<file path="config.mk">
export PLATFORM = sky130hd
export DESIGN_NAME = urq_front
export DESIGN_NICKNAME = d
export VERILOG_FILES = /design/src/design/urq_pkg.sv /design/src/design/urq_front.sv
export SDC_FILE = /design/constraint.sdc
export NUM_CORES = 1
export LEC_CHECK = 0
export ABC_AREA = 1
export BUFFER_PORTS_ARGS = -buffer_cell sky130_fd_sc_hd__buf_2
export CORE_ASPECT_RATIO = 0.6
export CORE_MARGIN = 5
export CORE_UTILIZATION = 52
export CTS_CLUSTER_DIAMETER = 200
export DETAILED_ROUTE_END_ITERATION = 10
export PLACE_DENSITY = 0.87
export SYNTH_ARGS = -nofsm -noshare
export SYNTH_HDL_FRONTEND = slang
export SYNTH_SLANG_ARGS = --single-unit
</file>
<file path="constraint.sdc">
create_clock -name clk_i -period 4.4 [get_ports clk_i]
set_input_delay 0.88 -clock clk_i [delete_from_list [all_inputs] [get_ports clk_i]]
set_output_delay 0.88 -clock clk_i [all_outputs]
set_load 0.05 [all_outputs]
</file>
<file path="src/design/urq_pkg.sv">
package urq_pkg;

  // default geometry of the receive ring
  localparam int SlotsDefault      = 4;
  localparam int MaxPayloadDefault = 512;

  // udp header size in bytes
  localparam int HdrBytes = 8;

  // depth of the queue between front and back (power of two)
  localparam int QueueDepth = 2;

  // width of the delivered length field on the port
  localparam int LenOutW = 10;

  // item kinds on the input channel
  localparam logic ACT_SEGMENT = 1'b0;
  localparam logic ACT_READ    = 1'b1;

  // result kinds on the output channel
  localparam logic KIND_STATUS = 1'b0;
  localparam logic KIND_READ   = 1'b1;

  // reception status codes
  typedef enum logic [1:0] {
    RX_ACCEPTED   = 2'd0,
    RX_TOO_SHORT  = 2'd1,
    RX_BAD_LENGTH = 2'd2,
    RX_QUEUE_FULL = 2'd3
  } rx_status_e;

  // one queued input transaction
  typedef struct packed {
    logic        action;
    logic [7:0]  seg_byte;
    logic        seg_last;
    logic [31:0] src_ip;
    logic [15:0] read_size;
  } item_t;

endpackage

</file>
<file path="src/design/urq_front.sv">
module urq_front (
  input  logic          clk_i,
  input  logic          rst_ni,
  input  logic          in_valid_i,
  output logic          in_stall_o,
  input  logic          action_i,
  input  logic [7:0]    seg_byte_i,
  input  logic          seg_last_i,
  input  logic [31:0]   src_ip_i,
  input  logic [15:0]   read_size_i,
  output logic          item_valid_o,
  output urq_pkg::item_t item_o,
  input  logic          item_pop_i
);
  import urq_pkg::*;

  localparam int QAW = $clog2(QueueDepth);

  item_t            entry_q [QueueDepth];
  logic [QAW-1:0]   wr_ptr_q, wr_ptr_d;
  logic [QAW-1:0]   rd_ptr_q, rd_ptr_d;
  logic [QAW:0]     count_q, count_d;
  logic             push;
  logic             pop;
  item_t            item_in;

  // classify and pack the incoming transaction
  always_comb begin
    item_in.action    = (action_i == ACT_READ) ? ACT_READ : ACT_SEGMENT;
    item_in.seg_byte  = seg_byte_i;
    item_in.seg_last  = seg_last_i;
    item_in.src_ip    = src_ip_i;
    item_in.read_size = read_size_i;
  end

  assign in_stall_o   = (count_q == (QAW + 1)'(QueueDepth));
  assign push         = in_valid_i && !in_stall_o;
  assign item_valid_o = (count_q != '0);
  assign pop          = item_valid_o && item_pop_i;
  assign item_o       = entry_q[rd_ptr_q];

  // pointer and fill count update
  always_comb begin
    wr_ptr_d = push ? wr_ptr_q + 1'b1 : wr_ptr_q;
    rd_ptr_d = pop ? rd_ptr_q + 1'b1 : rd_ptr_q;
    count_d  = count_q;
    if (push && !pop) begin
      count_d = count_q + 1'b1;
    end else if (pop && !push) begin
      count_d = count_q - 1'b1;
    end
  end

  always_ff @(posedge clk_i or negedge rst_ni) begin
    if (!rst_ni) begin
      wr_ptr_q <= '0;
      rd_ptr_q <= '0;
      count_q  <= '0;
    end else begin
      wr_ptr_q <= wr_ptr_d;
      rd_ptr_q <= rd_ptr_d;
      count_q  <= count_d;
    end
  end

  // queue storage
  always_ff @(posedge clk_i) begin
    if (push) begin
      entry_q[wr_ptr_q] <= item_in;
    end
  end

endmodule

</file>
==> results summary <==
The run finished with clean final reports. For this design, the sink count on the clock tree is 120. The nature of the critical path startpoint is a register.

The detailed-route DRC error count came out at 0. The total negative slack is 0 ns. The area growth from synthesis to layout came out at 28.6%. The first detailed-routing pass took 5 iterations. Setup repair after global routing left no endpoint under its margin. Following the worst setup path forward leads to its endpoint at item_o[43]. In this run the vertical extent of the chip is 81.7 µm. The xor/xnor share of the synthesized area is 0.197%.

The average instance area after synthesis came out at 13.3 µm². The post-detailed-routing wire length is 9200 µm. The final instance area came out at 5720 µm². The clock skew after layout is 0.00762 ns. At the later pin of the worst-skew pair, clock insertion delay measures 0.40 ns. OpenSTA, run right after detailed placement, puts the worst setup slack at 1.60 ns. The cell area after synthesis is 4450 µm². STA puts the critical path data arrival time at 2.09 ns.

The final-report hold violation count came out at 0. The number of DRC markers after the initial detailed-route iteration is 197. The TritonCTS clock tree is yes. The mux cell area share after synthesis is 0%. The total via count after detailed routing is 2866. The maximum operating frequency is 0.337 GHz.

The top-level port count came out at 122. The number of nets handed over by synthesis was 398. Once detail routing completed, the nets flagged for antenna violations numbered 0. The largest fanout on the critical path is 59.

The clock edge transition at the registers on the reported setup and hold paths is 0.05 ns. The synthesized design spends more area on one cell type than any other, namely sky130_fd_sc_hd__edfxtp_1. The number of buffers inserted by port buffering came out at 121. The library cells used most frequently in the layout, excluding fill and tap cells, are sky130_fd_sc_hd__nand2_1, sky130_fd_sc_hd__buf_2, sky130_fd_sc_hd__edfxtp_1.

The pin count of the biggest net entering global routing is 60. The die span in x came out at 129 µm. The area share of the largest cell type after synthesis came out at 78.3%. The min-delay analysis places its worst path in the category input port to async pin. The remaining global-route overflow came out at 0. The worst slew margin relative to its limit came out at 18.5%. The initial core utilization came out at 52.8%.

The cell count after placement is 560. The post-route minimum period is 2.97 ns. The count of different cell masters after synthesis came out at 14. The number of maximum-capacitance constraint violations is 0. The final weighted congestion of routability-driven global placement came out at 0.789. The detailed placement HPWL is 5860 µm. After synthesis, the largest family of logic cells by area is simple AND/OR/NAND/NOR gates.

The clock tree buffer depth is 2. Across all register-to-register paths, the minimum setup slack is 2.11 ns. The sequential share of the synthesized area is 80.5%. The number of global-route vias before repair is 2866. The startpoint identified for the worst register-to-register timing path is count_q[1]. For the worst setup path, the data required time is 3.52 ns.

The total of fill cells in the finished design is 592. After the last flow step, the layout net total stands at 530. For this run, the number of Yosys warnings is 0. The worst register-to-register path ends at entry_q[0][36].

The count of hold-fix buffers inserted at cts is 0. The cell count after synthesis came out at 335. The area of the die is 10600 µm².

Leaving out fill and tap cells, the most frequent cell in the layout is sky130_fd_sc_hd__nand2_1. Counting the buffers created by CTS gives 17. The worst setup path is captured at a primary output.

The synthesized netlist devotes 0.112% of its cell area to compound gates. The first global-routing pass estimated 13900 µm of wire. By area the synthesized netlist is led by sky130_fd_sc_hd__edfxtp_1, sky130_fd_sc_hd__nand2_1, sky130_fd_sc_hd__dfrtp_1. The share of post-route cells with drive strength above 1 came out at 32.8%. The number of register bits inferred by synthesis came out at 120. In the global route stage, overall resource usage came out at 18.2%. The diode insertion count for antenna repair came out at 0. The synthesized-area fraction occupied by adder cells came out at 0.281%. The simple-gate portion of the synthesized area is 16.2%. The post-detailed-route wirelength per cell is 15.6 µm. The final instance count without filler cells is 591. The classification of the worst setup path is register to primary output. The initial antenna violation count is 1. The root buffer cell chosen for the clock tree is sky130_fd_sc_hd__clkbuf_16. Once the clock tree was built, the resizer swapped 0 gates to a different size. In this run the number of H-tree levels came out at 4.

The mean number of vias per cell came out at 4.85. The number of placement rows is 26. The worst register-to-register path has a depth of 6. In this run the worst setup path begins at rd_ptr_q. The ratio of final minimum period to clock period came out at 67.5%.

The final worst slack is 1.43 ns. The final-report max-slew violation count is 0. Setup violations remaining at the end of the flow were counted as 0. The total placed instance area came out at 5150 µm². For the pin with the worst max-slew slack, the measured transition is 1.22 ns. The core region area came out at 8430 µm². After clock tree synthesis, the setup repair step added 0 buffers.
[per-layer routing]
layer  up-vias  part of all wire (%)  global-route usage, %
met2       123                    48                   29.0
met3        10                   9.8                   8.58
met4         2                  0.71                   5.91
met5         -                 0.076                      0
li1       1390                     -                      -
met1      1341                    42                   22.4
[synthesized netlist by cell type]
master,instances
sky130_fd_sc_hd__nand3_1,2
sky130_fd_sc_hd__inv_1,7
sky130_fd_sc_hd__xnor2_1,1
sky130_fd_sc_hd__nand4_1,1
sky130_fd_sc_hd__buf_2,8
sky130_fd_sc_hd__buf_4,2
sky130_fd_sc_hd__inv_2,1
sky130_fd_sc_hd__edfxtp_1,116
sky130_fd_sc_hd__o21ai_0,1
sky130_fd_sc_hd__nor2_1,3
sky130_fd_sc_hd__nand2_1,185
sky130_fd_sc_hd__ha_1,1
sky130_fd_sc_hd__buf_6,3
sky130_fd_sc_hd__dfrtp_1,4
[critical path, stage by stage, from the launching register on]
cell and delay [ns]:
sky130_fd_sc_hd__dfrtp_2 0.41, sky130_fd_sc_hd__inv_2 0.71, sky130_fd_sc_hd__nand2_1 0.13, sky130_fd_sc_hd__nand2_1 0.13, sky130_fd_sc_hd__buf_2 0.27
[per-stage QoR]
stage	hold slack [ns]	util [%]
global placement	0.457	61.2
floorplan	0.442	-
global route	0.260	67.9
CTS	0.261	67.9
finish	0.276	67.9
detailed placement	0.464	61.2
[layout make-up]
| cell class | count | area [µm²] | share of cell area (%) |
|---|---|---|---|
| clock buffer | 20 | 437 | 7.63 |
| clock inverter | 11 | 131 | 2.30 |
| inverter | 8 | 30.0 | 0.525 |
| multi-input combinational | 194 | 756 | 13.2 |
| sequential | 120 | 3580 | 62.7 |
| tap | 112 | 140 | 2.45 |
| timing repair buffer | 126 | 643 | 11.2 |
[worst min path at each step]
stage | endpoint | slack [ns] | cells past startpoint
2_1_floorplan | count_q[1] | 0.44 | 2
3_3_place_gp | count_q[1] | 0.46 | 2
3_5_place_dp | count_q[1] | 0.46 | 2
4_1_cts | wr_ptr_q | 0.26 | 1
5_1_grt | wr_ptr_q | 0.26 | 1
6_report | count_q[1] | 0.28 | 1
[flip-flops by register name (all words and copies together), names as in the netlist]
| register | cells |
|---|---|
| entry_q | 116 |
| wr_ptr_q | 1 |
| count_q | 2 |
| rd_ptr_q | 1 |
[logic make-up after synthesis]
group,count (synthesis)
AO/OA/AOI/OAI,1
XOR/XNOR,1
adder cells (fa/ha/maj),1
buffers and inverters,21
flip-flops,120
AND/OR/NAND/NOR,191
Power is left out: the tool's default activity adds up to more than one toggle a clock period on the data nets, which glitch-free logic cannot reach.
